==> src/design/ridge_orientation_field_unit_defines.svh <==
// Assertion macros for the ridge orientation field unit
`ifndef RIDGE_ORIENTATION_FIELD_UNIT_DEFINES_SVH
`define RIDGE_ORIENTATION_FIELD_UNIT_DEFINES_SVH

// same-cycle implication, sampled on clk, off during rst
`define ROF_ASSERT_IMP(name, cond, expr) \
  name: assert property (@(posedge clk) disable iff (rst) (cond) |-> (expr)) \
    else $error("rof assertion failed");

// next-cycle implication
`define ROF_ASSERT_NXT(name, cond, expr) \
  name: assert property (@(posedge clk) disable iff (rst) (cond) |=> (expr)) \
    else $error("rof assertion failed");

`endif

==> src/design/rof_pkg.sv <==
// Shared constants and the arctangent table of the ridge orientation field unit
`timescale 1ns / 1ps

package rof_pkg;

  localparam int IMAGE_W_DEF    = 256;
  localparam int IMAGE_H_DEF    = 288;
  localparam int MAX_HALF_DEF   = 8;
  localparam int QUEUE_DEPTH    = 2;

  localparam int PIXEL_W        = 8;
  localparam int WIN_HALF_W     = 4;
  localparam logic [WIN_HALF_W-1:0] WIN_HALF_RESET = 4'd8;

  localparam int GRAD_W         = 12;
  localparam int PROD_W         = 2 * GRAD_W;
  localparam int CORDIC_W       = 36;
  localparam int Z_W            = 26;
  localparam int CORDIC_STEPS   = 20;
  localparam int NORM_BIT       = 30;
  localparam int HALF_TURN      = 8388608;
  localparam int QUARTER_TURN   = HALF_TURN / 2;
  localparam int ANGLE_BIAS     = 3 * HALF_TURN + 128;
  localparam int ANGLE_W        = 16;
  localparam int ANGLE_LSB      = 8;

  // round(atan(2^-i) * 2^23 / pi)
  function automatic logic signed [Z_W-1:0] atan_entry(input logic [4:0] idx);
    logic signed [Z_W-1:0] v;
    case (idx)
      5'd0:    v = 26'sd2097152;
      5'd1:    v = 26'sd1238021;
      5'd2:    v = 26'sd654136;
      5'd3:    v = 26'sd332050;
      5'd4:    v = 26'sd166669;
      5'd5:    v = 26'sd83416;
      5'd6:    v = 26'sd41718;
      5'd7:    v = 26'sd20860;
      5'd8:    v = 26'sd10430;
      5'd9:    v = 26'sd5215;
      5'd10:   v = 26'sd2608;
      5'd11:   v = 26'sd1304;
      5'd12:   v = 26'sd652;
      5'd13:   v = 26'sd326;
      5'd14:   v = 26'sd163;
      5'd15:   v = 26'sd81;
      5'd16:   v = 26'sd41;
      5'd17:   v = 26'sd20;
      5'd18:   v = 26'sd10;
      5'd19:   v = 26'sd5;
      default: v = '0;
    endcase
    return v;
  endfunction

endpackage

==> src/design/rof_front.sv <==
// Front end: config register, raster position, line store writes, center classification
`timescale 1ns / 1ps

module rof_front #(
  parameter int IMAGE_W  = rof_pkg::IMAGE_W_DEF,
  parameter int IMAGE_H  = rof_pkg::IMAGE_H_DEF,
  parameter int MAX_HALF = rof_pkg::MAX_HALF_DEF
) (
  input  logic clk,
  input  logic rst,
  input  logic cfg_valid,
  output logic cfg_ready,
  input  logic [rof_pkg::WIN_HALF_W-1:0] cfg_data,
  input  logic in_valid,
  output logic in_ready,
  input  logic [rof_pkg::PIXEL_W-1:0] pixel,
  input  logic frame_start,
  input  logic hold,
  output logic q_valid,
  input  logic q_ready,
  output logic [2*$clog2(IMAGE_W)+$clog2(IMAGE_H)+$clog2(2*MAX_HALF+1)
                +$clog2(MAX_HALF+1)+1:0] q_data,
  output logic wr_en,
  output logic [$clog2(2*MAX_HALF+1)+$clog2(IMAGE_W)-1:0] wr_addr,
  output logic [rof_pkg::PIXEL_W-1:0] wr_data
);

  localparam int XW    = $clog2(IMAGE_W);
  localparam int YW    = $clog2(IMAGE_H);
  localparam int LINES = 2 * MAX_HALF + 1;
  localparam int LW    = $clog2(LINES);
  localparam int WHW   = $clog2(MAX_HALF + 1);
  localparam int AW    = ((XW > YW) ? XW : YW) + 2;
  localparam int SW    = LW + 1;

  logic [rof_pkg::WIN_HALF_W-1:0] window_half;
  logic [XW-1:0] pos_x;
  logic [YW-1:0] pos_y;
  logic [LW-1:0] pos_slot;

  logic [WHW-1:0] w_eff;
  logic [XW-1:0]  x_cur;
  logic [YW-1:0]  y_cur;
  logic [LW-1:0]  slot_cur;
  logic [AW-1:0]  xe, ye, we, cxe, cye, i0e;
  logic [SW-1:0]  w2, top_slot;
  logic           cv, ir, acc;

  assign cfg_ready = 1'b1;

  always_ff @(posedge clk) begin
    if (rst) begin
      window_half <= rof_pkg::WIN_HALF_RESET;
    end else if (cfg_valid) begin
      window_half <= cfg_data;
    end
  end

  always_comb begin
    if (window_half == '0) begin
      w_eff = WHW'(1);
    end else if (int'(window_half) > MAX_HALF) begin
      w_eff = WHW'(MAX_HALF);
    end else begin
      w_eff = WHW'(window_half);
    end
  end

  assign x_cur    = frame_start ? '0 : pos_x;
  assign y_cur    = frame_start ? '0 : pos_y;
  assign slot_cur = frame_start ? '0 : pos_slot;

  always_comb begin
    xe  = AW'(x_cur);
    ye  = AW'(y_cur);
    we  = AW'(w_eff);
    cxe = xe - we;
    cye = ye - we;
    i0e = cxe - we;
    cv  = (xe >= we) && (ye >= we);
    ir  = cv && (cxe >= we + AW'(1)) && (cxe + we + AW'(2) <= AW'(IMAGE_W))
             && (cye >= we + AW'(1)) && (cye + we + AW'(2) <= AW'(IMAGE_H));
    w2  = SW'(w_eff) << 1;
    top_slot = (SW'(slot_cur) >= w2) ? SW'(slot_cur) - w2
                                     : SW'(slot_cur) + SW'(LINES) - w2;
  end

  assign in_ready = q_ready && !hold;
  assign acc      = in_valid && in_ready;
  assign q_valid  = acc;
  assign q_data   = {w_eff, top_slot[LW-1:0], i0e[XW-1:0],
                     cv ? cye[YW-1:0] : YW'(0), cv ? cxe[XW-1:0] : XW'(0), ir, cv};

  assign wr_en   = acc;
  assign wr_addr = {slot_cur, x_cur};
  assign wr_data = pixel;

  always_ff @(posedge clk) begin
    if (rst) begin
      pos_x    <= '0;
      pos_y    <= '0;
      pos_slot <= '0;
    end else if (acc) begin
      if (x_cur == XW'(IMAGE_W - 1)) begin
        pos_x <= '0;
        if (y_cur == YW'(IMAGE_H - 1)) begin
          pos_y    <= '0;
          pos_slot <= '0;
        end else begin
          pos_y    <= y_cur + YW'(1);
          pos_slot <= (slot_cur == LW'(LINES - 1)) ? '0 : slot_cur + LW'(1);
        end
      end else begin
        pos_x    <= x_cur + XW'(1);
        pos_y    <= y_cur;
        pos_slot <= slot_cur;
      end
    end
  end

endmodule

==> config.mk <==
export PLATFORM = sky130hd
export DESIGN_NAME = rof_front
export DESIGN_NICKNAME = d
export VERILOG_FILES = /design/src/design/ridge_orientation_field_unit_defines.svh /design/src/design/rof_pkg.sv /design/src/design/rof_front.sv
export SDC_FILE = /design/constraint.sdc
export NUM_CORES = 1
export LEC_CHECK = 0
export ABC_AREA = 1
export BUFFER_PORTS_ARGS = -buffer_cell sky130_fd_sc_hd__buf_2
export CAP_MARGIN = 20
export CORE_MARGIN = 2
export CORE_UTILIZATION = 50
export CTS_CLUSTER_DIAMETER = 40
export CTS_CLUSTER_SIZE = 28
export DETAILED_ROUTE_END_ITERATION = 12
export GPL_ROUTABILITY_DRIVEN = 0
export PLACE_DENSITY_LB_ADDON = 0.05
export SLEW_MARGIN = 40
export SYNTH_ARGS = -nofsm -noshare
export SYNTH_HDL_FRONTEND = slang
export SYNTH_SLANG_ARGS = --single-unit
export TNS_END_PERCENT = 10
==> constraint.sdc <==
create_clock -name clk -period 16.1 [get_ports clk]
set_clock_uncertainty 0.15 [all_clocks]
set_input_delay 3.22 -clock clk [delete_from_list [all_inputs] [get_ports clk]]
set_output_delay 3.22 -clock clk [all_outputs]
set_load 0.005 [all_outputs]
# --- Yosys cells after proc, flatten, opt, wreduce, memory -nomap -nowiden ---
# Index checks and enable logic that the tools add are counted.
totals:
  romBits: 0
  ram_bits: 0
  elab_cells: 52
  in_bits: 19
  mem_count: 0
  output_inout_bits: 61
  reg_bits: 26
  latchBits: 0
classes:
  bitwise: 0
  reduce_logical: 9
  n_mul: 0
  n_lt_le_gt_ge: 8
  n_mux: 14
  addsub: 14
  div: 0
  n_eq_ne: 3
  n_shift: 0
ops:
  columns: ["cell", "count"]
  rows:
  - ["2-to-1 mux 9 bit", 4]
  - ["2-to-1 mux 5 bit", 5]
  - ["2-to-1 mux 8 bit", 3]
  - ["greater-or-equal comparator 11 x 5 -> 1 bit", 2]
  - ["less-or-equal comparator 11 x 9 -> 1 bit, second input constant", 2]
  - ["adder 10 x 3 -> 11 bit, second input constant", 1]
  - ["adder 10 x 5 -> 11 bit", 1]
  - ["adder 11 x 2 -> 11 bit, second input constant", 1]
  - ["adder 9 x 5 -> 10 bit", 1]
  - ["subtractor 5 bit", 2]
  - ["subtractor 9 x 4 -> 10 bit", 1]
  - ["adder 9 x 1 -> 9 bit, second input constant", 1]
  - ["equality test 9 bit, second input constant", 1]
  - ["greater-or-equal comparator 9 x 4 -> 1 bit", 1]
  - ["subtractor 8 x 4 -> 9 bit", 1]
  - ["adder 8 x 1 -> 8 bit, second input constant", 1]
  - ["equality test 8 bit, second input constant", 1]
  - ["greater-or-equal comparator 8 x 4 -> 1 bit", 1]
  - ["2-to-1 mux 4 bit", 2]
  - ["subtractor 8 x 5 -> 8 bit", 1]
  - ["logical AND 1 bit", 7]
  - ["adder 4 x 1 -> 5 bit, second input constant", 1]
  - ["adder 5 x 1 -> 5 bit, second input constant", 1]
  - ["adder 5 bit, second input constant", 1]
  - ["other kinds (5)", 5]

# --- Longest topological paths before layout ---
depth:
  depth_word: 10
  ltp_mapped: 27
  ltp_nobuf: 24

# --- Worst setup path before layout ---
# OpenSTA, ideal clock, no wires.
synth_timing:
  kind: "input port to output port"
  from: "input port frame_start"
  to: "output port q_data[1] (netlist name)"
  required_time_ns: 12.730
  path_slack_ns: 6.535
  n_path_buf: 3
  stages: 25
  arrival_time_ns: 6.195
  cell_sequence: "buf_6 > inv_12 > buf_6 > nand2_2 > inv_1 > ha_1 > nand2_1 > nand2_1 > inv_1 > nand2_1 > xnor2_1 > inv_1 > ha_1 > ha_1 > nand2_1 > o21ai_0 > nand2_1 > nand2_1 > nand3_1 > nor3_2 > nand2_1 > nand2_1 > nand2_1 > nor2_1 > buf_4"
synth_between:
  elab_chain_len: 8
  elab_cells_between_ends: 19
  classes_between: "6 x add/sub; 6 x order compare; 2 x mux; 5 x reduce/logical"
synth_lines:
  columns: ["element", "line", "text"]
  rows:
  - ["from (decl)", "rof_front.sv:17", "input logic frame_start,"]
  - ["2-to-1 mux 8 bit", "rof_front.sv:69", "assign x_cur = frame_start ? '0 : pos_x;"]
  - ["subtractor 8 x 4 -> 9 bit", "rof_front.sv:77", "cxe = xe - we;"]
  - ["adder 9 x 5 -> 10 bit", "rof_front.sv:81", "ir = cv && (cxe >= we + AW'(1)) && (cxe + we + AW'(2) <= AW'(IMAGE_W))"]
  - ["adder 10 x 3 -> 11 bit", "rof_front.sv:81", null]
  - ["less-or-equal comparator 11 x 9 -> 1 bit", "rof_front.sv:81", null]
  - ["logical AND 1 bit", "rof_front.sv:81", null]
  - ["logical AND 1 bit", "rof_front.sv:82", "&& (cye >= we + AW'(1)) && (cye + we + AW'(2) <= AW'(IMAGE_H));"]
  - ["logical AND 1 bit (*)", "rof_front.sv:82", null]
  - ["to (decl)", "rof_front.sv:22", "+$clog2(MAX_HALF+1)+1:0] q_data,"]
# Every way passes the cells marked *; elsewhere a longest branch is shown, timed or not.

==> results by group <==
Outcome
  • Status: completed

Floorplanning
  • # IOs: 80
  • Core area: 7330 um^2
  • Row cnt: 31
  • Starting Density: 52.4%
  • Die X-Extent: 91.7 um
  • Die Area: 8410 um^2
  • Die height: 91.7 um

Route
  • Residual DRC count: 0
  • Pre-antenna DRT Iters: 5
  • Vias per cell: 5.25
  • Initial DRC Count: 178
  • DRT antenna net count: 0
  • DR vias: 3,951
  • Final wirelength: 9980 um
  • Routed length per instance: 13.3 um

Timing
  • Max transition margin: 52.7%
  • Slew @ Worst Pin: 0.707 ns
  • Fin Setup TNS: 0 ns
  • Final hold slack: 0.323 ns
  • RSZ-0062 raised after global routing: false
  • Max-slew violation count: 0
  • Final setup viols: 0
  • Max Freq: 98.5 MHz
  • Final Hold Viols: 0
  • Fin worst setup slack: 5.95 ns
  • Min Tclk post-route: 10.15 ns
  • Period utilization: 63.0%

Setup path
  • Worst Setup Path Type: input pin to primary output
  • CP max FO: 18
  • Critical Path AT: 6.78 ns
  • CP top delay family: simple AND/OR/NAND/NOR gates
  • R2R Setup Slk: 13.66 ns
  • Reg-to-reg critical path startpoint: pos_y[1]
  • Kind of start point of the critical path: input pin
  • FF-to-FF End: pos_slot[1]
  • CP Launch Point: frame_start
  • Most frequent CP cell: nand2_1
  • Crit. End Element: primary output
  • FF-to-FF path depth: 12
  • CP max stage delay: 0.36 ns
  • Worst path bufs/invs: 6
  • Slowest-stage cell, CP: ha_1
  • Worst Path Required: 12.73 ns

Worst hold path
  • Hold Path Origin: pos_y[3]
  • Hold depth: 2
  • Worst Hold End: pos_y[3]
  • Hold Path Class: register to register

Clock tree
  • CTS tree: yes
  • Maximum clock path buffer count: 2
  • Setup bufs post-CTS: 0
  • H-tree levels: 1
  • # clock sinks: 26
  • Post-CTS Hold Fix Bufs: 0
  • CTS clk-pin slew, worst paths: 0.09 ns
  • Skew-Pair Late Insertion Delay: 0.27 ns
  • Num CTS Buffers: 3
  • Post-CTS sizing: 0
  • Root Buffer: clkbuf_8

Place
  • Dpl ws: 5.99 ns
  • Port buffer count: 62
  • Placed insts: 749
  • Dpl hpwl: 8110 um
  • Placed Area: 4130 um^2

Cells and area
  • Fillers: 790
  • Nets@finish: 729
  • Post-route cell area: 4180 um^2
  • Share of layout cells above drive strength 1: 16.1%
  • Layout area overhead: 8.59%
  • N_diodes: 0
  • Non-Filler Instances: 752

Logic synthesis
  • Post-synthesis cell count: 609
  • Synth Register Bits: 26
  • Sequential share of the synthesized area: 13.5%
  • Warnings, synthesis: 0
  • Avg Synthesized Cell Area: 6.31 um^2
  • Distinct cells, synth: 40
  • Mapped Area: 3840 um^2

Global routing
  • GRT Residual Overflow: 0
  • First-pass GRT wire length: 17,100 um
  • Total track usage: 24.4%
  • Largest net degree at the start of global routing: 31
  • Antenna violations before repair: 0
  • Vias in the first global route: 3,772

Power
  • Peak VDD IR: 40.7 uV
  • Sequential power share: 32.8%
  • Clock power share: 18.0%
  • Power per cell area: 48.3 nW/um^2
  • Internal power: 0.121 mW
  • NetSw: 0.0808 mW
  • Logic pwr share: 49.2%
  • Switching share of power: 40.1%
  • Static leakage: 2.33 nW

Job
  • Max-Cap Viols: 0
-- synthesized netlist by cell type (all sizes together) --
library cell | n | area [um^2]
xor2 | 15 | 131
o31ai | 2 | 15.0
conb | 1 | 3.75
nor2 | 73 | 299
nand2 | 155 | 639
nor3 | 13 | 91.3
xnor2 | 8 | 70.1
nand3 | 42 | 215
a21boi | 1 | 7.51
ha | 46 | 576
buf | 18 | 141
o211ai | 2 | 15.0
o21ai | 29 | 145
clkbuf | 6 | 22.5
dfxtp | 26 | 521
mux2 | 1 | 11.3
nand3b | 3 | 22.5
clkinv | 1 | 3.75
or2 | 3 | 18.8
inv | 96 | 373
a31oi | 4 | 25.0
o22ai | 2 | 18.8
nor4 | 1 | 21.3
a21oi | 39 | 195
nand4 | 12 | 75.1
fa | 9 | 180
a211oi | 1 | 7.51
-- placed cells by master (no fill, tap or decap) --
| cell | netlist | routed |
|---|---|---|
| a211oi_1 | 1 | 1 |
| a21boi_0 | 1 | 1 |
| a21oi_1 | 39 | 39 |
| a31oi_1 | 4 | 4 |
| buf_2 | 2 | 62 |
| buf_4 | 13 | 2 |
| clkbuf_8 | 0 | 3 |
| clkinv_1 | 1 | 1 |
| conb_1 | 1 | 2 |
| dfxtp_1 | 26 | 26 |
| fa_1 | 9 | 9 |
| ha_1 | 46 | 46 |
| inv_1 | 90 | 90 |
| inv_12 | 1 | 1 |
| inv_2 | 5 | 5 |
| mux2_2 | 1 | 1 |
| nand2_1 | 140 | 140 |
| nand2_2 | 11 | 11 |
| nand2_4 | 4 | 4 |
| nand3_1 | 41 | 41 |
| nand3_2 | 1 | 1 |
| nand3b_1 | 3 | 3 |
| nand4_1 | 12 | 12 |
| nor2_1 | 67 | 67 |
| nor2_2 | 4 | 4 |
| nor2_4 | 2 | 2 |
| nor3_1 | 9 | 9 |
| nor3_2 | 3 | 3 |
| nor3_4 | 1 | 1 |
| nor4_4 | 1 | 1 |
| o211ai_1 | 2 | 2 |
| o21ai_0 | 22 | 22 |
| o21ai_1 | 7 | 7 |
| o22ai_1 | 1 | 1 |
| o22ai_2 | 1 | 1 |
| o31ai_1 | 2 | 2 |
| or2_2 | 3 | 3 |
| xnor2_1 | 8 | 8 |
| xor2_1 | 15 | 15 |
-- logic make-up after synthesis --
| logic type | after synthesis | synth area share, % |
|---|---|---|
| other | 1 | 0.0975 |
| xor gates and xnor gates | 23 | 5.24 |
| muxes | 1 | 0.293 |
| adders and majority gates | 55 | 19.7 |
| and+or+nand+nor | 302 | 36.0 |
| buffers and inverters | 121 | 14.1 |
| AOI/OAI and AO/OA | 80 | 11.2 |
| DFF | 26 | 13.5 |
-- layout make-up --
type / count / area, um^2 / share of cell area [%]
timing repair buffer: 64 / 325 / 7.79
sequential: 26 / 520 / 12.5
tap: 99 / 124 / 2.97
clock buffer: 3 / 41.3 / 0.989
inverter: 97 / 377 / 9.02
multi-input combinational: 463 / 2790 / 66.8
-- through the flow --
step	power [mW]	util (%)
6_report	0.202	57.0
5_1_grt	0.220	57.0
4_1_cts	0.204	57.0
3_5_place_dp	0.166	56.4
3_3_place_gp	0.165	56.4
2_1_floorplan	0.142	-
-- registers in the layout (all words and copies together), names as in the netlist --
| name | cells |
|---|---|
| pos_x | 8 |
| window_half | 4 |
| pos_slot | 5 |
| pos_y | 9 |
-- metal layers --
metal,global-route usage [%],share of wire [%]
met1,32.6,46
met2,42.8,48
met3,1.73,5.2
met4,5.85,1.2
met5,0,0
-- worst register-to-register path, cell delays in order (launching register included) --
cell      delay, ns
dfxtp_1        0.34
inv_1          0.07
nor2_1         0.34
ha_1           0.28
inv_1          0.08
nor3_2         0.25
nand3_1        0.12
nor3_2         0.22
nor2_1         0.07
nand2_1        0.06
nand2_1        0.10
o211ai_1       0.12
a21oi_1        0.10
-- how the worst max path moves through the flow --
| stage | slack [ns] | cells past startpoint | to |
|---|---|---|---|
| after floorplan | 6.54 | 25 | q_data[1] |
| after global placement | 6.00 | 26 | q_data[1] |
| after detailed placement | 5.99 | 26 | q_data[1] |
| after CTS | 5.97 | 26 | q_data[1] |
| after global routing | 5.52 | 26 | q_data[1] |
| final | 5.95 | 26 | q_data[1] |
-- power groups by stage --
| stage | Clock [mW] | Sequential [mW] | Combinational (mW) |
|---|---|---|---|
| final | 0.0363 | 0.0661 | 0.0993 |
| after global placement | 0 | 0.0676 | 0.0971 |
| after detailed placement | 0 | 0.0677 | 0.0987 |
| after CTS | 0.0383 | 0.0662 | 0.0995 |
| after global routing | 0.0398 | 0.0663 | 0.114 |
| after floorplan | 0 | 0.0672 | 0.0743 |
Note: power is estimated with default switching activity, not from simulation.
