===== config.mk =====
export PLATFORM = sky130hd
export DESIGN_NAME = rof_fifo
export DESIGN_NICKNAME = d
export VERILOG_FILES = /design/src/design/ridge_orientation_field_unit_defines.svh /design/src/design/rof_pkg.sv /design/src/design/rof_fifo.sv
export SDC_FILE = /design/constraint.sdc
export NUM_CORES = 1
export LEC_CHECK = 0
export BUFFER_PORTS_ARGS = -buffer_cell sky130_fd_sc_hd__buf_2
export CAP_MARGIN = 20
export CORE_MARGIN = 10
export CORE_UTILIZATION = 39
export CTS_CLUSTER_SIZE = 40
export DETAILED_ROUTE_END_ITERATION = 6
export PLACE_DENSITY_LB_ADDON = 0.15
export SYNTH_ARGS = -nofsm -noshare
export SYNTH_HDL_FRONTEND = slang
export SYNTH_SLANG_ARGS = --single-unit
export TNS_END_PERCENT = 5

===== constraint.sdc =====
create_clock -name clk -period 2.2 [get_ports clk]
set_clock_uncertainty 0.2 [all_clocks]
set_input_delay 0.11 -clock clk [delete_from_list [all_inputs] [get_ports clk]]
set_output_delay 0.11 -clock clk [all_outputs]
set_load 0.02 [all_outputs]

===== src/design/ridge_orientation_field_unit_defines.svh =====
// Assertion macros for the ridge orientation field unit
`ifndef RIDGE_ORIENTATION_FIELD_UNIT_DEFINES_SVH
`define RIDGE_ORIENTATION_FIELD_UNIT_DEFINES_SVH

// same-cycle implication, sampled on clk, off during rst
`define ROF_ASSERT_IMP(name, cond, expr) \
  name: assert property (@(posedge clk) disable iff (rst) (cond) |-> (expr)) \
    else $error("rof assertion failed");

// next-cycle implication
`define ROF_ASSERT_NXT(name, cond, expr) \
  name: assert property (@(posedge clk) disable iff (rst) (cond) |=> (expr)) \
    else $error("rof assertion failed");

`endif


===== src/design/rof_pkg.sv =====
// Shared constants and the arctangent table of the ridge orientation field unit
`timescale 1ns / 1ps

package rof_pkg;

  localparam int IMAGE_W_DEF    = 256;
  localparam int IMAGE_H_DEF    = 288;
  localparam int MAX_HALF_DEF   = 8;
  localparam int QUEUE_DEPTH    = 2;

  localparam int PIXEL_W        = 8;
  localparam int WIN_HALF_W     = 4;
  localparam logic [WIN_HALF_W-1:0] WIN_HALF_RESET = 4'd8;

  localparam int GRAD_W         = 12;
  localparam int PROD_W         = 2 * GRAD_W;
  localparam int CORDIC_W       = 36;
  localparam int Z_W            = 26;
  localparam int CORDIC_STEPS   = 20;
  localparam int NORM_BIT       = 30;
  localparam int HALF_TURN      = 8388608;
  localparam int QUARTER_TURN   = HALF_TURN / 2;
  localparam int ANGLE_BIAS     = 3 * HALF_TURN + 128;
  localparam int ANGLE_W        = 16;
  localparam int ANGLE_LSB      = 8;

  // round(atan(2^-i) * 2^23 / pi)
  function automatic logic signed [Z_W-1:0] atan_entry(input logic [4:0] idx);
    logic signed [Z_W-1:0] v;
    case (idx)
      5'd0:    v = 26'sd2097152;
      5'd1:    v = 26'sd1238021;
      5'd2:    v = 26'sd654136;
      5'd3:    v = 26'sd332050;
      5'd4:    v = 26'sd166669;
      5'd5:    v = 26'sd83416;
      5'd6:    v = 26'sd41718;
      5'd7:    v = 26'sd20860;
      5'd8:    v = 26'sd10430;
      5'd9:    v = 26'sd5215;
      5'd10:   v = 26'sd2608;
      5'd11:   v = 26'sd1304;
      5'd12:   v = 26'sd652;
      5'd13:   v = 26'sd326;
      5'd14:   v = 26'sd163;
      5'd15:   v = 26'sd81;
      5'd16:   v = 26'sd41;
      5'd17:   v = 26'sd20;
      5'd18:   v = 26'sd10;
      5'd19:   v = 26'sd5;
      default: v = '0;
    endcase
    return v;
  endfunction

endpackage


===== src/design/rof_fifo.sv =====
// Short queue between the front and back ends
`timescale 1ns / 1ps

module rof_fifo #(
  parameter int WIDTH = 8,
  parameter int DEPTH = rof_pkg::QUEUE_DEPTH
) (
  input  logic clk,
  input  logic rst,
  input  logic wr_valid,
  output logic wr_ready,
  input  logic [WIDTH-1:0] wr_data,
  output logic rd_valid,
  input  logic rd_ready,
  output logic [WIDTH-1:0] rd_data
);

  localparam int PW = (DEPTH > 1) ? $clog2(DEPTH) : 1;
  localparam int CW = $clog2(DEPTH + 1);

  logic [WIDTH-1:0] entries [DEPTH];
  logic [PW-1:0] wr_ptr, rd_ptr;
  logic [CW-1:0] count;
  logic push, pop;

  assign wr_ready = (count != CW'(DEPTH));
  assign rd_valid = (count != '0);
  assign rd_data  = entries[rd_ptr];
  assign push     = wr_valid && wr_ready;
  assign pop      = rd_valid && rd_ready;

  always_ff @(posedge clk) begin
    if (push) begin
      entries[wr_ptr] <= wr_data;
    end
  end

  always_ff @(posedge clk) begin
    if (rst) begin
      wr_ptr <= '0;
      rd_ptr <= '0;
      count  <= '0;
    end else begin
      if (push) begin
        wr_ptr <= (wr_ptr == PW'(DEPTH - 1)) ? '0 : wr_ptr + PW'(1);
      end
      if (pop) begin
        rd_ptr <= (rd_ptr == PW'(DEPTH - 1)) ? '0 : rd_ptr + PW'(1);
      end
      if (push && !pop) begin
        count <= count + CW'(1);
      end else if (pop && !push) begin
        count <= count - CW'(1);
      end
    end
  end

endmodule


# Word-level counts from Yosys, hierarchy flattened
# Memory sizes are Yosys's and may differ from the RTL's. A register that Yosys moved wholly into a read port is not among the register bits.
# Cells that the tools add are included.
dict set report totals {
  ff_bits 4
  ram_bits 16
  in_bits 12
  elab_cells 25
  mem_count 1
}
# memory depth word_bits read_ports rd_ports_with_merged_regs wr line
set mem_list {}
lappend mem_list {entries 2 8 1 1 1 rof_fifo.sv:21} ;# logic [WIDTH-1:0] entries [DEPTH];
dict set report op_classes {
  add_sub_neg 4
  eq_ne 1
  mux 8
  n_reduce_logical 8
}
# op n
set ops {}
lappend ops {{1-bit two-way mux} 6}
lappend ops {{1-bit logical AND} 4}
lappend ops {{2-bit two-way mux} 2}
lappend ops {{2-bit nonzero test} 2}
lappend ops {{1-bit adder (second input constant)} 2}
lappend ops {{2-bit by 1-bit adder with 2-bit output (second input constant)} 1}
lappend ops {{1-bit zero test} 2}
lappend ops {{2-bit != test (second input constant)} 1}
lappend ops {{2-bit by 1-bit subtractor with 2-bit output (second input constant)} 1}

# Depth between registers and ports, before layout
# Gate-level depths: netlist of run 1.
dict set report depth {
  ltp_word 6
  ltp_mapped 6
}

# Worst setup path after synthesis of run 1
# Ideal clock, no wire load.
dict set report synth_timing {
  path_type {register -> register}
  from {reg count[0]}
  to {reg count[1]}
  arrival_time_ns 1.454
  slack_ns 0.476
  path_stages_with_launch 6
  n_path_buf 0
  period_less_slack_ns 1.724
  cell_sequence {dfxtp_1 -> nand2b_4 -> and2_1 -> ha_1 -> or3_1 -> a21oi_1}
}
dict set report synth_between {
  elab_chain_len 5
  elab_cells_between_ends 13
}
# item line
set synth_rtl {}
lappend synth_rtl {{start: declaration} rof_fifo.sv:23} ;# logic [CW-1:0] count;
lappend synth_rtl {{start signal: assignment} rof_fifo.sv:51} ;# count <= count + CW'(1);
lappend synth_rtl {{start signal: assignment} rof_fifo.sv:53} ;# count <= count - CW'(1);
lappend synth_rtl {{2-bit != test (*)} rof_fifo.sv:26} ;# assign wr_ready = (count != CW'(DEPTH));
lappend synth_rtl {{via wr_ready} rof_fifo.sv:11} ;# output logic wr_ready,
lappend synth_rtl {{1-bit logical AND (*)} rof_fifo.sv:29} ;# assign push = wr_valid && wr_ready;
lappend synth_rtl {{1-bit zero test} rof_fifo.sv:52} ;# end else if (pop && !push) begin
lappend synth_rtl {{1-bit logical AND} rof_fifo.sv:52}
lappend synth_rtl {{2-bit nonzero test (no source line)} --}
# Mark *: on every way through the listed nets, which the timed path passes. The rest lies on a longest branch. The select of a mux whose other input is x is not followed.
# A chain may end at the register's enable or synchronous reset.

# Worst setup path after layout of run 1
dict set report layout_timing {
  from {reg count[0]}
  to {reg count[1]}
}
dict set report layout_between {
  elab_chain_len 5
  elab_cells_between_ends 13
}
# item
set layout_rtl {}
lappend layout_rtl {{branches (longest 5 deep; another with 2-bit by 1-bit subtractor with 2-bit output)}}
# Several ways; the timed one is not identified. The select of a mux whose other input is x is not followed.

==> reports/results.tsv, run 1 <==
stage	metric	value	unit
flow_run	max_cap viols	0	
final_layout	fraction of final layout cells sized beyond drive strength 1	0.422	
drt	DRC violation total after the first TritonRoute iteration	7	
final_layout	number of antenna cells inserted	0	
status	status	finished clean	
power	Leakage	0.424	nW
sta	total of endpoints with negative setup slack in the final report	0	
floorplanning	initial standard-cell utilization of the core	0.411	
placed_design	sum of net half-perimeters after detailed placement	994	um
cts	CTS tree	yes	
final_layout	core utilization of the finished layout	0.543	
global_routing	maximum number of pins on one net before global-route repair	12	
global_routing	vias in the first global route	496	
floorplanning	core region area	1960	um^2
final_layout	fill cell instance count of the final layout	180	
floorplanning	Total Die Area	4280	um^2
power	Power Total	0.00111	W
cts	Num Clock Sinks	21	
floorplanning	top-level port count	22	
sta	Final Cycle Share	0.807	
placed_design	number of cells in the design after placement	96	
sta	worst slack on hold paths	0.0306	ns
final_layout	final cell count without fillers	110	
placed_design	Buffers on Ports	21	
worst_setup_path	kind of end point of the critical path	flip-flop	
drt	Residual DRC	0	
cts	hold-fix buffer count after cts	10	
cts	number of H-tree branching levels	1	
floorplanning	Die Width	65.5	um
drt	DR pass1 iterations	2	
synthesis	Yosys Warn Count	0	
cts	clock transition at the registers of the reported paths	0.11	ns
drt	Post-Route WL	1400	um
worst_setup_path	largest driver fanout on the critical path	5	
cts	root buffer selected by CTS	clkbuf_4	
hold_path	worst min path class	input port to flip-flop	
synthesis	Cells after Synth	49	
synthesis	combined area of all synthesized cells	806	um^2
synthesis	net count of the mapped netlist	62	
sta	relative slew slack	0.734	
cts	CTS max path bufs	2	
sta	upper clock frequency limit	563	MHz
final_layout	fin nets	97	
synthesis	sequential share of the synthesized area	0.720	
cts	post-cts repair resize count	0	
sta	minimum clock period	1.78	ns
drt	vias per cell	4.45	
drt	via count	490	
final_layout	area added between synthesis and finish	32.3	%
cts	source-to-sink clock delay at the later pin of the worst-skew pair	0.29	ns
cts	post-CTS setup-driven buffer insertion count	0	
synthesis	post-synth top area cell	edfxtp_1	
synthesis	count of unique library cells instantiated by Yosys	17	
sta	RSZ-0062 raised after global routing	false	
worst_setup_path	launching element type of the critical path	flip-flop	
cts	number of buffers added by the clock tree synthesis step	3	
placed_design	GPL Wtd Cong	0.654	
global_routing	number of antenna violations at the first check in global routing	0	
sta	Worst Max-Slew Pin Slew	0.399	ns
power	peak supply drop	0.000544	V
synthesis	synthesized area per cell	16.4	um^2
worst_setup_path	crit path DAT	1.81	ns
floorplanning	height of the die	65.5	um
sta	final number of hold-violating endpoints	0	
global_routing	global-route total usage across every layer	0.0708	
drt	average wire per cell in the routed design	12.7	um
sta	TNS Setup	0	ns
sta	final-report max-slew violation count	0	
global_routing	global-route wire length before repair	2340	um
synthesis	flip-flop and latch count after synthesis	21	
synthesis	main area contributors after synthesis	edfxtp_1 60%, dfxtp_1 12%, mux2_2 11%	
worst_setup_path	required arrival time at the worst endpoint	2.24	ns
drt	Detail Route Antenna Nets	0	
floorplanning	row count	16	
power	power density over cell area	1040	nW/um^2
global_routing	total gr overflow	0	
synthesis	share of the synthesized area in the top cell type	0.596	
worst_setup_path	type of the worst setup path	flip-flop to flip-flop	
## cell usage in the layout (no fill, tap or decap), drive strengths merged
master       count
ha               1
a21bo            1
and3             1
inv              1
nand2b           1
clkbuf           4
or2              1
a21oi            2
xor2             3
nor2             3
mux2             8
or3              1
and2             1
o21ai            2
buf             21
dlygate4sd3     10
nand3b           1
edfxtp          16
dfxtp            5
## registers in the layout, summed over array words and instances, names as in the netlist, named ones only
register and flops:
count 2, entries 16, wr_ptr 1, rd_ptr 1
## cell families (layout without fill, tap and decap cells)
group,count (synthesis),count (layout),share of synthesized area
AOI/OAI and AO/OA,5,5,0.0373
xor gates and xnor gates,3,3,0.0326
adders and majority gates,1,1,0.0155
buffers and inverters,2,36,0.0109
DFF,21,21,0.721
muxes,8,8,0.112
and+or+nand+nor,9,9,0.0714
## synth_stat cells
cell type  count
a21bo_2        1
a21oi_1        2
and2_1         1
and3_1         1
buf_2          1
dfxtp_1        5
edfxtp_1      16
ha_1           1
inv_1          1
mux2_2         8
nand2b_4       1
nand3b_1       1
nor2_1         3
o21ai_0        2
or2_2          1
or3_1          1
xor2_1         3
## stage by stage
| step | instance area, um^2 | worst slack (ns) |
|---|---|---|
| floorplan | 806 | 0.476 |
| global placement | 940 | 0.479 |
| detailed placement | 940 | 0.442 |
| CTS | 1070 | 0.425 |
| global route | 1070 | 0.360 |
| finish | 1070 | 0.425 |
## cell type report
class / count / area [um^2] / share of cell area
flip-flops and latches: 21 / 581 / 0.545
multi-input cells: 26 / 216 / 0.203
repair buffers: 31 / 205 / 0.192
well taps: 27 / 33.8 / 0.0317
clock buffers: 4 / 26.3 / 0.0246
inverters: 1 / 3.75 / 0.00352
## final timing paths
check	slack, ns	cells after the start	endpoint	start
setup / recovery	0.42	5	count[1]	count[0]
setup reg to reg	0.42	5	count[1]	count[0]
hold / removal	0.03	4	rd_ptr	rd_ready
hold reg to reg	0.32	2	rd_ptr	rd_ptr
## worst max-delay path, stage by stage (launching register included)
cell and delay [ns]:
dfxtp_1 0.37, nand2b_4 0.17, and2_1 0.16, ha_1 0.31, or3_1 0.38, a21oi_1 0.13
## routing by layer
layer  global-route usage  part of all wire  up-vias
met5                    0                 0        -
met4               0.0321                 0        0
met3               0.0373             0.081        0
met2                0.112              0.50       13
met1               0.0767              0.42      227
li1                     -                 -      250
## power by group
group / switching, W / leakage (nW) / internal [W]
clock network: 0.000107 / 0.0150 / 0.0000705
logic: 0.000201 / 0.218 / 0.000178
registers: 0.0000522 / 0.191 / 0.000503
(Power assumes the default switching activity.)
==> run 2, diff against run 1 <==
--- a/config.mk
+++ b/config.mk
@@ -5,6 +5,7 @@
 export SDC_FILE = /design/constraint.sdc
 export NUM_CORES = 1
 export LEC_CHECK = 0
+export ABC_AREA = 1
 export BUFFER_PORTS_ARGS = -buffer_cell sky130_fd_sc_hd__buf_2
 export CAP_MARGIN = 20
 export CORE_MARGIN = 10
==> constraint.sdc (replaced) <==
create_clock -name clk -period 1.9 [get_ports clk]
set_clock_uncertainty 0.2 [all_clocks]
set_input_delay 0.095 -clock clk [delete_from_list [all_inputs] [get_ports clk]]
set_output_delay 0.095 -clock clk [all_outputs]
set_load 0.02 [all_outputs]
==> run 2 against run 1 <==
- wire length grew 0.64%
- combinational power grew 24%
- sequential cell count is the same
==> reports/results.tsv, run 2 <==
stage	metric	value	unit
worst_setup_path	cell with the largest stage delay on the worst path	dfxtp_1	
final_layout	fraction of final layout cells sized beyond drive strength 1	0.380	
final_layout	commonest cells after routing, fill and taps aside	21 x buf_2, 16 x edfxtp_1, 12 x dlygate4sd3_1	
floorplanning	Total Die Area	4360	um^2
sta	final number of hold-violating endpoints	0	
global_routing	total gr overflow	0	
floorplanning	core region area	1980	um^2
sta	worst slack on hold paths	0.301	ns
synthesis	synthesized area per cell	13.3	um^2
final_layout	Largest regs	entries: 16 flops, count: 2 flops	
worst_setup_path	kind of end point of the critical path	output pin	
cts	Num Clock Sinks	21	
drt	via count	546	
hold_path	worst min path class	flip-flop to flip-flop	
drt	vias per cell	4.30	
status	status	finished clean	
placed_design	cell area after placement	975	um^2
cts	number of buffers added by the clock tree synthesis step	3	
placed_design	sum of net half-perimeters after detailed placement	1050	um
power	Leakage	0.469	nW
cts	post-cts repair resize count	0	
drt	DR pass1 iterations	2	
floorplanning	row count	16	
worst_setup_path	count of buffer and inverter cells on the critical path	1	
synthesis	combined area of all synthesized cells	826	um^2
worst_setup_path	Top Family by Delay on Critical Path	flip-flops	
drt	Residual DRC	0	
synthesis	number of flops mapped to enable cells by yosys	16	
sta	upper clock frequency limit	588	MHz
final_layout	flip-flop count of the largest register after layout	16	
worst_setup_path	crit path cell chain	mux2_2 -> buf_2	
worst_setup_path	required arrival time at the worst endpoint	1.60	ns
synthesis	flip-flop and latch count after synthesis	21	
final_layout	area added between synthesis and finish	35.8	%
final_layout	top register by number of flip-flops	entries	
flow_run	max_cap viols	0	
placed_design	GPL Wtd Cong	0.685	
synthesis	proportion of synthesized flip-flops having asynchronous set or reset	0	
sta	Worst Max-Slew Pin Slew	0.397	ns
final_layout	core utilization of the finished layout	0.566	
drt	DRC violation total after the first TritonRoute iteration	7	
cts	number of H-tree branching levels	1	
worst_setup_path	type of the worst setup path	flip-flop to output pin	
power	Power Total	0.00131	W
global_routing	global-route wire length before repair	2160	um
final_layout	fill cell instance count of the final layout	158	
floorplanning	initial standard-cell utilization of the core	0.417	
cts	source-to-sink clock delay at the later pin of the worst-skew pair	0.29	ns
synthesis	post-synth top area cell	edfxtp_1	
final_layout	commonest non-fill, non-tap cell in the layout	buf_2	
sta	minimum clock period	1.70	ns
floorplanning	Die Width	66.0	um
final_layout	fin nets	114	
power	peak supply drop	0.000748	V
drt	average wire per cell in the routed design	11.1	um
global_routing	number of antenna violations at the first check in global routing	0	
cts	post-CTS setup-driven buffer insertion count	0	
worst_setup_path	critical path's largest stage delay	0.57	ns
sta	Final Cycle Share	0.896	
global_routing	maximum number of pins on one net before global-route repair	12	
synthesis	dominant synthesized flop cell	edfxtp_1	
synthesis	sequential share of the synthesized area	0.703	
synthesis	main area contributors after synthesis	edfxtp_1 58%, dfxtp_1 12%, mux2_2 11%	
cts	CTS tree	yes	
power	power density over cell area	1160	nW/um^2
synthesis	count of unique library cells instantiated by Yosys	17	
floorplanning	height of the die	66.0	um
synthesis	share of the synthesized area in the top cell type	0.582	
synthesis	Cells after Synth	62	
global_routing	global-route total usage across every layer	0.0646	
final_layout	Layout Cell Area excl Fill	1120	um^2
sta	relative slew slack	0.735	
sta	RSZ-0062 raised after global routing	false	
drt	Post-Route WL	1410	um
cts	root buffer selected by CTS	clkbuf_4	
sta	total of endpoints with negative setup slack in the final report	0	
cts	CTS max path bufs	2	
placed_design	Buffers on Ports	21	
cts	clock transition at the registers of the reported paths	0.10	ns
final_layout	number of antenna cells inserted	0	
floorplanning	top-level port count	22	
worst_setup_path	crit path DAT	1.41	ns
drt	Detail Route Antenna Nets	0	
synthesis	most frequent cell after synthesis	edfxtp_1	
sta	TNS Setup	0	ns
synthesis	net count of the mapped netlist	75	
worst_setup_path	largest driver fanout on the critical path	8	
worst_setup_path	launching element type of the critical path	flip-flop	
synthesis	most frequent cells after synthesis	16 x edfxtp_1, 8 x mux2_2, 7 x nand2_1, 7 x nor2_1, 6 x inv_1	
synthesis	Yosys Warn Count	0	
global_routing	vias in the first global route	495	
sta	final-report max-slew violation count	0	
## run 2: cell count changes after synthesis, moves of 2 or more
cell | previous run | this run
xor2_1 | 3 | 0
nor2_1 | 3 | 7
nand3_1 | 0 | 2
nand2_1 | 0 | 7
inv_1 | 1 | 6
## run 2: final timing paths
kind / start / to / slack, ns / depth (start not counted)
max: flip-flop / rd_data[4] / 0.20 / 2
min reg2reg: count[0] / count[0] / 0.30 / 1
min: count[0] / count[0] / 0.30 / 1
max reg2reg: count[0] / flip-flop / 0.29 / 6
## run 2: area by class of cell
class / count / area (um^2) / area share
clock buffers: 4 / 26.3 / 0.0234
inverters: 8 / 31.3 / 0.0279
multi-input cells: 32 / 209 / 0.186
flip-flops and latches: 21 / 581 / 0.518
well taps: 27 / 33.8 / 0.0301
repair buffers: 35 / 240 / 0.214
## run 2: layer usage
layer  track usage  routed length, um  vias up
met2        0.0954                673       12
met5             0                  0        -
met1        0.0730                617      245
li1              -                  -      287
met4        0.0393                 13        0
met3        0.0322                104        2
## run 2: kinds of logic after synthesis
family | Yosys count | synth area share
flip-flops | 21 | 0.703
AND/OR/NAND/NOR | 19 | 0.105
buffers and inverters | 9 | 0.0439
multiplexers | 8 | 0.109
AO/OA/AOI/OAI | 4 | 0.0242
adder cells (fa/ha/maj) | 1 | 0.0151
## run 2: report_power, final
group / switching, W / internal (W) / total [W]
combinational: 0.000272 / 0.000197 / 0.000470
clock: 0.000117 / 0.0000816 / 0.000198
sequential: 0.0000516 / 0.000586 / 0.000637
total: 0.000441 / 0.000865 / 0.00131
## run 2: what timing repair did
action,CTS,global route
hold buffers,12,0
endpoints found under the hold margin,21,0
setup endpoints to repair,0,0
## run 2: through the flow
| stage | std cells | setup WS [ns] |
|---|---|---|
| after CTS | 127 | 0.177 |
| after detailed placement | 111 | 0.372 |
| after global placement | 111 | 0.399 |
| final | 127 | 0.198 |
| after floorplan | 62 | 0.340 |
| after global routing | 127 | 0.122 |
==> run 3, diff against run 2 <==
==> constraint.sdc (replaced) <==
create_clock -name clk -period 1.6 [get_ports clk]
set_clock_uncertainty 0.2 [all_clocks]
set_input_delay 0.08 -clock clk [delete_from_list [all_inputs] [get_ports clk]]
set_output_delay 0.08 -clock clk [all_outputs]
set_load 0.02 [all_outputs]
==> run 3 against run 2 <==
- wire length up 9.4%
- sequential share of layout area hardly changed
- cell area grew 1.0%
- global-route usage is 0.58 points higher
- critical path depth is 8 higher
==> reports/results.tsv, run 3 (synthesis results as in run 2) <==
stage	metric	value	unit
sta	final-report max-slew violation count	0	
worst_setup_path	required arrival time at the worst endpoint	1.62	ns
floorplanning	height of the die	66.0	um
hold_path	worst min path class	flip-flop to flip-flop	
cts	Num Clock Sinks	21	
worst_setup_path	kind of end point of the critical path	flip-flop	
final_layout	commonest non-fill, non-tap cell in the layout	buf_2	
power	peak supply drop	0.000729	V
flow_run	max_cap viols	0	
drt	via count	563	
cts	CTS max path bufs	2	
sta	TNS Setup	0	ns
cts	number of H-tree branching levels	1	
final_layout	commonest cells after routing, fill and taps aside	21 x buf_2, 16 x edfxtp_1, 11 x dlygate4sd3_1	
sta	Final Cycle Share	0.942	
floorplanning	core region area	1980	um^2
final_layout	area added between synthesis and finish	37.1	%
final_layout	fill cell instance count of the final layout	169	
global_routing	number of antenna violations at the first check in global routing	0	
worst_setup_path	type of the worst setup path	flip-flop to flip-flop	
floorplanning	top-level port count	22	
power	power density over cell area	1410	nW/um^2
final_layout	fin nets	114	
final_layout	final cell count without fillers	127	
worst_setup_path	crit path DAT	1.53	ns
placed_design	GPL Wtd Cong	0.705	
hold_path	worst hold start	count[0]	
drt	average wire per cell in the routed design	12.1	um
drt	Residual DRC	0	
cts	source-to-sink clock delay at the later pin of the worst-skew pair	0.28	ns
sta	relative slew slack	0.880	
floorplanning	Total Die Area	4360	um^2
drt	Post-Route WL	1540	um
sta	total of endpoints with negative setup slack in the final report	0	
sta	Worst Max-Slew Pin Slew	0.178	ns
final_layout	top register by number of flip-flops	entries	
worst_setup_path	worst setup path start	count[0]	
placed_design	number of cells in the design after placement	111	
worst_setup_path	beginning of the worst register-to-register path	count[0]	
drt	DR pass1 iterations	4	
cts	CTS tree	yes	
placed_design	Buffers on Ports	21	
floorplanning	row count	16	
global_routing	vias in the first global route	512	
sta	final number of hold-violating endpoints	0	
cts	root buffer selected by CTS	clkbuf_4	
power	Leakage	0.472	nW
global_routing	global-route total usage across every layer	0.0705	
worst_setup_path	largest driver fanout on the critical path	4	
cts	number of buffers added by the clock tree synthesis step	3	
drt	Detail Route Antenna Nets	0	
sta	minimum clock period	1.51	ns
status	status	finished clean	
global_routing	total gr overflow	0	
final_layout	Largest regs	entries: 16 flops, count: 2 flops	
floorplanning	initial standard-cell utilization of the core	0.417	
drt	DRC violation total after the first TritonRoute iteration	9	
global_routing	maximum number of pins on one net before global-route repair	12	
sta	upper clock frequency limit	663	MHz
final_layout	flip-flop count of the largest register after layout	16	
cts	clock transition at the registers of the reported paths	0.10	ns
final_layout	number of antenna cells inserted	0	
floorplanning	Die Width	66.0	um
worst_setup_path	launching element type of the critical path	flip-flop	
final_layout	fraction of final layout cells sized beyond drive strength 1	0.440	
drt	vias per cell	4.43	
global_routing	global-route wire length before repair	2330	um
==> run 3: layout make-up <==
type | count | area (um^2) | share of cell area
Tap cell | 27 | 33.8 | 0.0298
Clock buffer | 4 | 26.3 | 0.0232
Sequential cell | 21 | 587 | 0.518
Multi-Input combinational cell | 32 | 216 | 0.191
Timing Repair Buffer | 35 | 238 | 0.210
Inverter | 8 | 31.3 | 0.0276
==> run 3: metal layers <==
metal  track usage  vias up  wire (um)
li1              -      288          -
met5             0        -          0
met3        0.0373        2        146
met1        0.0759      252        598
met2         0.109       21        783
met4        0.0393        0         13
==> run 3: critical path, stage by stage (launching register included) <==
cell      delay (ns)
dfxtp_2         0.35
inv_2           0.09
nand2_4         0.06
nand2_4         0.08
clkinv_2        0.06
ha_1            0.28
inv_2           0.08
nand3_1         0.07
nand2_1         0.06
inv_1           0.03
nor2_1          0.08
==> run 3: final timing paths <==
| kind | slack [ns] | depth (start not counted) | end |
|---|---|---|---|
| worst min register to register | 0.27 | 1 | count[0] |
| worst max-delay path | 0.09 | 10 | count[1] |
| worst min-delay path | 0.27 | 1 | count[0] |
| worst max register to register | 0.09 | 10 | count[1] |
==> run 3: timing repair <==
action,4_1_cts,5_1_grt
setup buffers,0,1
gates resized for setup,1,6
hold endpoints to repair,21,0
endpoints found under the setup margin,8,9
pin swaps,0,3
hold buffers,11,0
==> run 3: power by group <==
| part | switching (W) | internal, W |
|---|---|---|
| Combinational | 0.000345 | 0.000244 |
| Sequential | 0.0000653 | 0.000705 |
| Clock | 0.000141 | 0.0000968 |
==> run 3: per-stage QoR <==
step / util / setup slack, ns / hold slack, ns / total power [W] / area [um^2]
2_1_floorplan: - / 0.0398 / -0.0211 / 0.00114 / 826
3_3_place_gp: 0.492 / 0.107 / 0.0677 / 0.00130 / 975
3_5_place_dp: 0.492 / 0.0821 / 0.0731 / 0.00131 / 975
4_1_cts: 0.561 / 0.0340 / 0.296 / 0.00157 / 1110
5_1_grt: 0.571 / -0.00887 / 0.280 / 0.00171 / 1130
6_report: 0.571 / 0.0920 / 0.271 / 0.00160 / 1130
